<file path="config.mk">
export PLATFORM = sky130hd
export DESIGN_NAME = pd_line_follow_motor_mixer_top
export DESIGN_NICKNAME = d
export VERILOG_FILES = /design/src/rtl/core/pdlf_pkg.sv /design/src/rtl/core/pd_line_follow_motor_mixer_top.sv /design/src/rtl/core/pdlf_cfg.sv /design/src/rtl/core/pdlf_mul.sv
export SDC_FILE = /design/constraint.sdc
export NUM_CORES = 2
export LEC_CHECK = 0
export BUFFER_PORTS_ARGS = -buffer_cell sky130_fd_sc_hd__buf_2
export CORE_MARGIN = 8
export CORE_UTILIZATION = 35
export CTS_BUF_LIST = sky130_fd_sc_hd__clkbuf_4
export DETAILED_ROUTE_END_ITERATION = 8
export PLACE_DENSITY_LB_ADDON = 0.15
export SKIP_LAST_GASP = 1
export SLEW_MARGIN = 20
export SYNTH_ARGS = -nofsm -noshare
export SYNTH_HDL_FRONTEND = slang
export SYNTH_HIERARCHICAL = 1
export SYNTH_SLANG_ARGS = --single-unit
</file>
<file path="constraint.sdc">
create_clock -name clk_i -period 19 [get_ports clk_i]
set_input_delay 2.85 -clock clk_i [delete_from_list [all_inputs] [get_ports clk_i]]
set_output_delay 2.85 -clock clk_i [all_outputs]
set_load 0.005 [all_outputs]
</file>
<file path="src/rtl/core/pdlf_pkg.sv">
// ----------------------------------------------------------------------------
// PD line follower motor mixer package
// Shared widths, register codes, drive modes and interface structures.
// ----------------------------------------------------------------------------
package pdlf_pkg;

  localparam int unsigned ErrW     = 13;
  localparam int unsigned GainW    = 24;
  localparam int unsigned DutyW    = 8;
  localparam int unsigned ThrW     = 12;
  localparam int unsigned CfgIdxW  = 3;
  localparam int unsigned CfgDataW = 24;
  localparam int unsigned MulW     = 24;
  localparam int unsigned ProdW    = 2 * MulW;

  typedef enum logic [CfgIdxW-1:0] {
    CfgPropGain  = 3'd0,
    CfgDerivGain = 3'd1,
    CfgBaseSpeed = 3'd2,
    CfgSpinSpeed = 3'd3,
    CfgSpinThr   = 3'd4
  } cfg_idx_e;

  typedef enum logic [1:0] {
    ModeTrack   = 2'd0,
    ModeSpinPos = 2'd1,
    ModeSpinNeg = 2'd2
  } mode_e;

  typedef struct packed {
    logic [GainW-1:0] prop_gain;
    logic [GainW-1:0] deriv_gain;
    logic [DutyW-1:0] base_speed;
    logic [DutyW-1:0] spin_speed;
    logic [ThrW-1:0]  spin_threshold;
  } cfg_t;

  typedef struct packed {
    logic            load;
    logic [MulW-1:0] op_a;
    logic [MulW-1:0] op_b;
  } mul_req_t;

endpackage

</file>
<file path="src/rtl/core/pd_line_follow_motor_mixer_top.sv">
// ----------------------------------------------------------------------------
// PD line follower motor mixer
// Channel  | Direction | Handshake            | Payload
// in       | in        | in_valid_i/in_stall_o | line_error_i, time_step_i
// out      | out       | out_valid_o/out_stall_i | motor_a/b_dir_o, motor_a/b_duty_o,
//          |           |                      | drive_mode_o
// cfg      | in        | cfg_we_i             | cfg_idx_i, cfg_wdata_i
// A transaction passes four times through the shared multiplier, then through the
// saturate, sum and clamp steps, before it reaches the result register.
// The sequencer is idle again once the result is loaded; input is stalled until then.
// Reset restores the register defaults and clears the stored error.
// A stalled result holds the sequencer in its last step and so stalls the input.
// ----------------------------------------------------------------------------
module pd_line_follow_motor_mixer_top (
  input  logic                             clk_i,
  input  logic                             rst_ni,
  input  logic                             cfg_we_i,
  input  logic [pdlf_pkg::CfgIdxW-1:0]     cfg_idx_i,
  input  logic [pdlf_pkg::CfgDataW-1:0]    cfg_wdata_i,
  input  logic                             in_valid_i,
  output logic                             in_stall_o,
  input  logic signed [pdlf_pkg::ErrW-1:0] line_error_i,
  input  logic [23:0]                      time_step_i,
  output logic                             out_valid_o,
  input  logic                             out_stall_i,
  output logic                             motor_a_dir_o,
  output logic                             motor_b_dir_o,
  output logic [7:0]                       motor_a_duty_o,
  output logic [7:0]                       motor_b_duty_o,
  output logic [1:0]                       drive_mode_o
);
  import pdlf_pkg::*;

  localparam int unsigned DiffW  = ErrW + 1;
  localparam int unsigned CmpW   = ((ErrW > ThrW) ? ErrW : ThrW) + 2;
  localparam int unsigned PMagW  = GainW + ErrW;
  localparam int unsigned FracW  = 32;
  localparam int unsigned TurnW  = 62;
  localparam int unsigned SatBit = 58;
  localparam int unsigned HiKeep = SatBit - MulW;

  localparam logic [SatBit:0] DerivLimit = {1'b1, {SatBit{1'b0}}};
  localparam logic signed [TurnW-1:0] DutyMaxQ =
    {{(TurnW-DutyW-FracW){1'b0}}, {DutyW{1'b1}}, {FracW{1'b0}}};

  typedef enum logic [7:0] {
    StIdle  = 8'b0000_0001,
    StProp  = 8'b0000_0010,
    StDeriv = 8'b0000_0100,
    StLo    = 8'b0000_1000,
    StHi    = 8'b0001_0000,
    StSat   = 8'b0010_0000,
    StTurn  = 8'b0100_0000,
    StOut   = 8'b1000_0000
  } state_e;

  function automatic logic [DutyW-1:0] clamp_duty(input logic signed [TurnW-1:0] q);
    logic [DutyW-1:0] r;
    if (q <= 0) begin
      r = '0;
    end else if (q >= DutyMaxQ) begin
      r = {DutyW{1'b1}};
    end else begin
      r = q[FracW+DutyW-1:FracW];
    end
    return r;
  endfunction

  cfg_t     cfg;
  mul_req_t mul_req;
  logic [ProdW-1:0] prod;

  state_e state_q, state_d;

  logic signed [ErrW-1:0] prev_q;
  logic [ErrW-1:0]        eabs_q;
  logic                   eneg_q;
  logic [23:0]            step_q;
  logic [DiffW-1:0]       adiff_q;
  logic                   dneg_q;
  mode_e                  mode_q;
  logic                   emit_q;
  logic [MulW-1:0]        mhi_q;
  logic [ProdW-1:0]       lo_q;
  logic signed [TurnW-1:0] pterm_q, dterm_q, turn_q;

  logic                   out_valid_q;
  logic                   a_dir_q, b_dir_q;
  logic [DutyW-1:0]       a_duty_q, b_duty_q;
  mode_e                  out_mode_q;

  logic                   accept;
  logic signed [DiffW-1:0] diff;
  logic signed [CmpW-1:0] err_c, thr_c;
  logic                   in_band, spin_pos, spin_neg;
  logic [SatBit:0]        dsum, dmag;
  logic                   dsat;
  logic signed [TurnW-1:0] pterm_d, dterm_d, base_q, duty_a_q32, duty_b_q32;
  logic                   out_load;

  pdlf_cfg u_cfg (
    .clk_i       (clk_i),
    .rst_ni      (rst_ni),
    .cfg_we_i    (cfg_we_i),
    .cfg_idx_i   (cfg_idx_i),
    .cfg_wdata_i (cfg_wdata_i),
    .cfg_o       (cfg)
  );

  pdlf_mul u_mul (
    .clk_i  (clk_i),
    .req_i  (mul_req),
    .prod_o (prod)
  );

  assign in_stall_o = (state_q != StIdle);
  assign accept     = in_valid_i && !in_stall_o;

  // Decisions on the incoming transaction.
  assign diff    = DiffW'(line_error_i) - DiffW'(prev_q);
  assign err_c   = CmpW'(line_error_i);
  assign thr_c   = signed'(CmpW'(cfg.spin_threshold));
  assign in_band = (err_c < thr_c) && (err_c > -thr_c);
  assign spin_pos = err_c > thr_c;
  assign spin_neg = err_c < -thr_c;

  // Operand selection for the shared multiplier.
  always_comb begin
    mul_req = '0;
    unique case (state_q)
      StProp: begin
        mul_req.load = 1'b1;
        mul_req.op_a = cfg.prop_gain;
        mul_req.op_b = MulW'(eabs_q);
      end
      StDeriv: begin
        mul_req.load = 1'b1;
        mul_req.op_a = cfg.deriv_gain;
        mul_req.op_b = step_q;
      end
      StLo: begin
        mul_req.load = 1'b1;
        mul_req.op_a = prod[MulW-1:0];
        mul_req.op_b = MulW'(adiff_q);
      end
      StHi: begin
        mul_req.load = 1'b1;
        mul_req.op_a = mhi_q;
        mul_req.op_b = MulW'(adiff_q);
      end
      default: mul_req = '0;
    endcase
  end

  // The proportional product is Q16, shifted up to the common Q32 format.
  assign pterm_d = eneg_q ? -(TurnW'(prod[PMagW-1:0]) << 16)
                          :  (TurnW'(prod[PMagW-1:0]) << 16);

  // The derivative magnitude saturates at 2^58; in StSat the product holds the
  // upper partial product.
  assign dsat    = |prod[ProdW-1:HiKeep];
  assign dsum    = (SatBit+1)'({prod[HiKeep-1:0], {MulW{1'b0}}}) + (SatBit+1)'(lo_q);
  assign dmag    = (dsat || (dsum > DerivLimit)) ? DerivLimit : dsum;
  assign dterm_d = dneg_q ? -TurnW'(dmag) : TurnW'(dmag);

  assign base_q     = {{(TurnW-DutyW-FracW){1'b0}}, cfg.base_speed, {FracW{1'b0}}};
  assign duty_a_q32 = base_q - turn_q;
  assign duty_b_q32 = base_q + turn_q;

  assign out_load = (state_q == StOut) && (!out_valid_q || !out_stall_i);

  always_comb begin
    state_d = state_q;
    unique case (state_q)
      StIdle:  if (accept) state_d = StProp;
      StProp:  state_d = StDeriv;
      StDeriv: state_d = StLo;
      StLo:    state_d = StHi;
      StHi:    state_d = StSat;
      StSat:   state_d = StTurn;
      StTurn:  state_d = StOut;
      StOut:   if (out_load) state_d = StIdle;
      default: state_d = StIdle;
    endcase
  end

  always_ff @(posedge clk_i or negedge rst_ni) begin
    if (!rst_ni) begin
      state_q     <= StIdle;
      prev_q      <= '0;
      out_valid_q <= 1'b0;
    end else begin
      state_q <= state_d;
      if (accept) begin
        prev_q <= line_error_i;
      end
      if (out_load) begin
        out_valid_q <= emit_q;
      end else if (!out_stall_i) begin
        out_valid_q <= 1'b0;
      end
    end
  end

  always_ff @(posedge clk_i) begin
    if (accept) begin
      eneg_q  <= line_error_i[ErrW-1];
      eabs_q  <= line_error_i[ErrW-1] ? ErrW'(-line_error_i) : ErrW'(line_error_i);
      step_q  <= time_step_i;
      dneg_q  <= diff[DiffW-1];
      adiff_q <= diff[DiffW-1] ? DiffW'(-diff) : DiffW'(diff);
      emit_q  <= in_band || spin_pos || spin_neg;
      mode_q  <= in_band ? ModeTrack : (spin_pos ? ModeSpinPos : ModeSpinNeg);
    end
    if (state_q == StDeriv) begin
      pterm_q <= pterm_d;
    end
    if (state_q == StLo) begin
      mhi_q <= prod[ProdW-1:MulW];
    end
    if (state_q == StHi) begin
      lo_q <= prod;
    end
    if (state_q == StSat) begin
      dterm_q <= dterm_d;
    end
    if (state_q == StTurn) begin
      turn_q <= pterm_q + dterm_q;
    end
    if (out_load) begin
      out_mode_q <= mode_q;
      unique case (mode_q)
        ModeTrack: begin
          a_dir_q  <= 1'b1;
          b_dir_q  <= 1'b0;
          a_duty_q <= clamp_duty(duty_a_q32);
          b_duty_q <= clamp_duty(duty_b_q32);
        end
        ModeSpinPos: begin
          a_dir_q  <= 1'b0;
          b_dir_q  <= 1'b0;
          a_duty_q <= cfg.spin_speed;
          b_duty_q <= cfg.spin_speed;
        end
        default: begin
          a_dir_q  <= 1'b1;
          b_dir_q  <= 1'b1;
          a_duty_q <= cfg.spin_speed;
          b_duty_q <= cfg.spin_speed;
        end
      endcase
    end
  end

  assign out_valid_o    = out_valid_q;
  assign motor_a_dir_o  = a_dir_q;
  assign motor_b_dir_o  = b_dir_q;
  assign motor_a_duty_o = a_duty_q;
  assign motor_b_duty_o = b_duty_q;
  assign drive_mode_o   = out_mode_q;

endmodule

</file>
<file path="src/rtl/core/pdlf_cfg.sv">
// ----------------------------------------------------------------------------
// PD line follower configuration registers
// Holds the gains, speeds and spin threshold written through the write port.
// ----------------------------------------------------------------------------
module pdlf_cfg (
  input  logic                           clk_i,
  input  logic                           rst_ni,
  input  logic                           cfg_we_i,
  input  logic [pdlf_pkg::CfgIdxW-1:0]   cfg_idx_i,
  input  logic [pdlf_pkg::CfgDataW-1:0]  cfg_wdata_i,
  output pdlf_pkg::cfg_t                 cfg_o
);
  import pdlf_pkg::*;

  cfg_t cfg_q, cfg_d;

  always_comb begin
    cfg_d = cfg_q;
    if (cfg_we_i) begin
      unique case (cfg_idx_e'(cfg_idx_i))
        CfgPropGain:  cfg_d.prop_gain      = cfg_wdata_i[GainW-1:0];
        CfgDerivGain: cfg_d.deriv_gain     = cfg_wdata_i[GainW-1:0];
        CfgBaseSpeed: cfg_d.base_speed     = cfg_wdata_i[DutyW-1:0];
        CfgSpinSpeed: cfg_d.spin_speed     = cfg_wdata_i[DutyW-1:0];
        CfgSpinThr:   cfg_d.spin_threshold = cfg_wdata_i[ThrW-1:0];
        default:      cfg_d = cfg_q;
      endcase
    end
  end

  always_ff @(posedge clk_i or negedge rst_ni) begin
    if (!rst_ni) begin
      cfg_q.prop_gain      <= GainW'(1311);
      cfg_q.deriv_gain     <= GainW'(393216);
      cfg_q.base_speed     <= DutyW'(40);
      cfg_q.spin_speed     <= DutyW'(35);
      cfg_q.spin_threshold <= ThrW'(3400);
    end else begin
      cfg_q <= cfg_d;
    end
  end

  assign cfg_o = cfg_q;

endmodule

</file>
<file path="src/rtl/core/pdlf_mul.sv">
// ----------------------------------------------------------------------------
// PD line follower shared multiplier
// Unsigned 24 x 24 multiplier with a registered product, reused for each multiply step.
// ----------------------------------------------------------------------------
module pdlf_mul (
  input  logic                        clk_i,
  input  pdlf_pkg::mul_req_t          req_i,
  output logic [pdlf_pkg::ProdW-1:0]  prod_o
);
  import pdlf_pkg::*;

  logic [ProdW-1:0] prod_q, prod_d;

  assign prod_d = ProdW'(req_i.op_a) * ProdW'(req_i.op_b);

  always_ff @(posedge clk_i) begin
    if (req_i.load) begin
      prod_q <= prod_d;
    end
  end

  assign prod_o = prod_q;

endmodule
</file>
==> metrics.md <==
| Metric | Value |
|---|---|
| Remaining DRCs | `0` |
| Wire length per cell | `20.2 microns` |
| Layout filler cell count | `13.1k` |
| Post-DP HPWL | `101,000 microns` |
| Netlist cell types | `100` |
| Max Clock Freq | `100 MHz` |
| Routed wire length | `132,000 microns` |
| Die extent in y | `377 microns` |
| Synth Cell Area | `45,600 sq um` |
| Clk root buf | `clkbuf_4` |
| Die ar. | `142,000 sq um` |
| Primary FF master, synth | `edfxtp_1` |
| Layout Skew | `0.0834 ns` |
| WP data arrival | `10.65 ns` |
| Die W | `377 microns` |
| Hold WC Path Type | `reg2reg` |
| Cell taking the most area after synthesis | `edfxtp_1` |
| Comb power frac | `0.315` |
| Main area contributors after synthesis | `edfxtp_1 (24%), fa_1 (21%), ha_1 (8.3%)` |
| Int Power | `2.18 mW` |
| Startpoint types | `register` |
| Total track usage | `0.185` |
| Cells after Synth | `4,611` |
| Sw frac | `0.366` |
| Seq/Total Area, Yosys | `0.295` |
| Clock share of power | `0.280` |
| Final Cycle Share | `0.526` |
| P_sw | `1.26 mW` |
| Clock buffer depth | `3` |
| CTS tree | `yes` |
| Core footprint | `129,000 sq um` |
| Peak VDD IR | `0.0472 mV` |
| Post-CTS Setup Bufs | `0` |
| Synth Net Count | `5,469` |
| Max cap viols | `0` |
| Post-synth EDFFs | `366` |
| Vias per cell | `5.09` |
| CP max stage cell | `nand2_1` |
| First-pass GRT wire length | `206,000 microns` |
| H-tree depth | `4` |
| Flops & latches, synth | `464` |
| CTS sink cnt | `464` |
| Cts bufs inserted | `134` |
| Number of global-route vias before repair | `35.0k` |
| Crit Path Max Fanout | `73` |
| Min cycle time layout | `9.99 ns` |
| Static leakage | `21.5 nW` |
| Layout cell share with drive strength beyond 1 | `0.111` |
| FP Rows | `132` |
| Max incr delay on CP | `0.72 ns` |
| FFs w/ async S/R, synth | `0.211` |
| Post-Synth Simple-Gate Area | `0.161` |
| Adder-cell share of the synthesized area | `0.296` |
| RSZ-0062 raised after global routing | `no` |
| Worst-path clk slew | `0.06 ns` |
| Power Total | `3.43 mW` |
| Max Slew Vio Count | `0` |
| # IOs | `91` |
| Grt ovf | `0` |
| Area growth, synth to finish | `8.90%` |
| Sequential share of power | `0.405` |
| Post-Syn Area per Cell | `9.90 sq um` |
| CTS-repair resized insts | `0` |
| Xor/xnor share of the synthesized area | `0.0438` |
| CTS Hold Bufs | `0` |
| Rel. slew slack | `0.287` |
| Synth Area in Compound Gates | `0.107` |
| Initial core utilization | `0.352` |
| Synth warnings | `6` |
| Least-Margin Pin Slew | `1.07 ns` |
| Number of nets in the layout | `5,552` |
| Final setup violation count | `0` |
| Post-synthesis mux area share | `0.0228` |
| Clk_lat worst skew | `0.97 ns` |
| Hold Violations, Final | `0` |
| Initial drt markers | `1,659` |
| Main combinational cell family by area after synthesis | `adder cells` |
| Most used cell, CP | `fa_1` |
| Routability cong. | `0.890` |
| Worst path required time | `19.66 ns` |
| Largest net degree at the start of global routing | `76` |
| Setup TNS | `0 ns` |
| Top-area cell type share of the netlist area | `0.241` |
| Status | `completed` |
| Power per cell area | `69.1 nW/um^2` |
| Crit end category | `register` |
| Crit Path Class | `reg2reg` |
| DRT Pass-1 Iters | `5` |
| Total number of vias | `33.3k` |
| PortBufs | `90` |
| Fin Hold WS | `0.418 ns` |
| Initial antenna violation count | `3` |
| Post-route ant nets | `0` |
## final cells by class
| cell class | count | area [sq um] | share of cell area |
|---|---|---|---|
| multi-input combinational | 3273 | 28900 | 0.581 |
| sequential | 464 | 13500 | 0.271 |
| inverter | 670 | 2510 | 0.0506 |
| tap | 1742 | 2180 | 0.0439 |
| clock buffer | 198 | 1490 | 0.0299 |
| timing repair buffer | 151 | 911 | 0.0183 |
| clock inverter | 34 | 250 | 0.00503 |
| antenna | 7 | 17.5 | 0.000352 |
## routing by layer
metal / part of all wire / track usage / wire [microns]
met1: 0.46 / 0.248 / 60900
met2: 0.47 / 0.309 / 62100
met5: 0 / 0 / 0
met4: 0.025 / 0.0518 / 3250
met3: 0.044 / 0.0313 / 5800
## per-stage QoR
| stage | utilization | std cells | worst slack (ns) | area [sq um] |
|---|---|---|---|---|
| finish | 0.384 | 6539 | 9.01 | 49700 |
| global route | 0.384 | 6538 | 8.37 | 49700 |
| CTS | 0.384 | 6532 | 8.93 | 49700 |
| detailed placement | 0.370 | 6300 | 8.99 | 48000 |
| global placement | 0.370 | 6300 | 9.18 | 47900 |
| floorplan | - | 4611 | 9.47 | 45600 |
## critical path, delay by kind of cell, from the launching register on
family / cells / cell delay (ns)
fa+ha+maj: 8 / 3.95
flops: 1 / 0.43
compound gates: 4 / 1.06
buf+inv: 7 / 0.96
simple gates: 10 / 3.25
## final timing paths
check                                 from          endpoint  cells after the start  slack [ns]
worst min-delay path            dterm_q[2]         turn_q[2]                      0        0.42
worst max register to register  state_q[1]  u_mul/prod_o[42]                     29        9.01
worst max-delay path            state_q[1]  u_mul/prod_o[42]                     29        9.01
min in group asynchronous           rst_ni    u_cfg/cfg_o[5]                      1        1.84
max in group asynchronous           rst_ni   u_cfg/cfg_o[29]                      2       15.87
worst min register to register  dterm_q[2]         turn_q[2]                      0        0.42
## state kept, by name (all words and copies together) (netlist names)
name and cells:
out_valid_o 1, eneg_q 1, prev_q 13, motor_a_dir_o 1, u_mul/prod_o 48, lo_q 48
dterm_q 62, emit_q 1, u_cfg/cfg_o 76, pterm_q 46, motor_a_duty_o 8, mhi_q 24
eabs_q 13, drive_mode_o 2, turn_q 62, step_q 24, state_q 8, motor_b_dir_o 1
dneg_q 1, mode_q 2, motor_b_duty_o 8, adiff_q 14
## cell usage after synthesis (53+ instances only)
| cell | instances |
|---|---|
| inv_1 | 669 |
| nand2_1 | 509 |
| fa_1 | 486 |
| edfxtp_1 | 366 |
| and2_1 | 332 |
| ha_1 | 303 |
| nor2_1 | 186 |
| clkbuf_1 | 167 |
| xnor2_1 | 164 |
| o21ai_0 | 150 |
| a21oi_1 | 147 |
| mux2_2 | 80 |
| dfrtp_1 | 78 |
| nand3_1 | 75 |
| xor2_1 | 64 |
| a22oi_1 | 62 |
| nor3_1 | 53 |
## power groups by stage
stage,Clock (mW),Sequential (mW),Combinational (mW)
floorplan,0,1.34,0.763
global placement,0,1.41,1.08
detailed placement,0,1.41,1.08
CTS,1.00,1.39,1.09
global route,1.05,1.40,1.21
finish,0.962,1.39,1.08
## cell families (layout without fill, tap and decap cells)
logic type | count (synthesis) | after routing
flip-flops | 464 | 464
XOR/XNOR | 228 | 228
AND/OR/NAND/NOR | 1435 | 1435
buffers and inverters | 874 | 1053
multiplexers | 94 | 94
adder cells (fa/ha/maj) | 789 | 789
AO/OA/AOI/OAI | 727 | 727
other | 0 | 7
## cell usage in the layout, fill, tap and decap left out, types with 80 or more instances in the layout
cell,count
and2_1,332
nor2_1,185
a21oi_1,147
o21ai_0,150
ha_1,303
inv_1,668
buf_2,89
clkbuf_4,198
mux2_2,80
fa_1,486
edfxtp_1,366
xnor2_1,164
nand2_1,508
(Power assumes the default switching activity.)
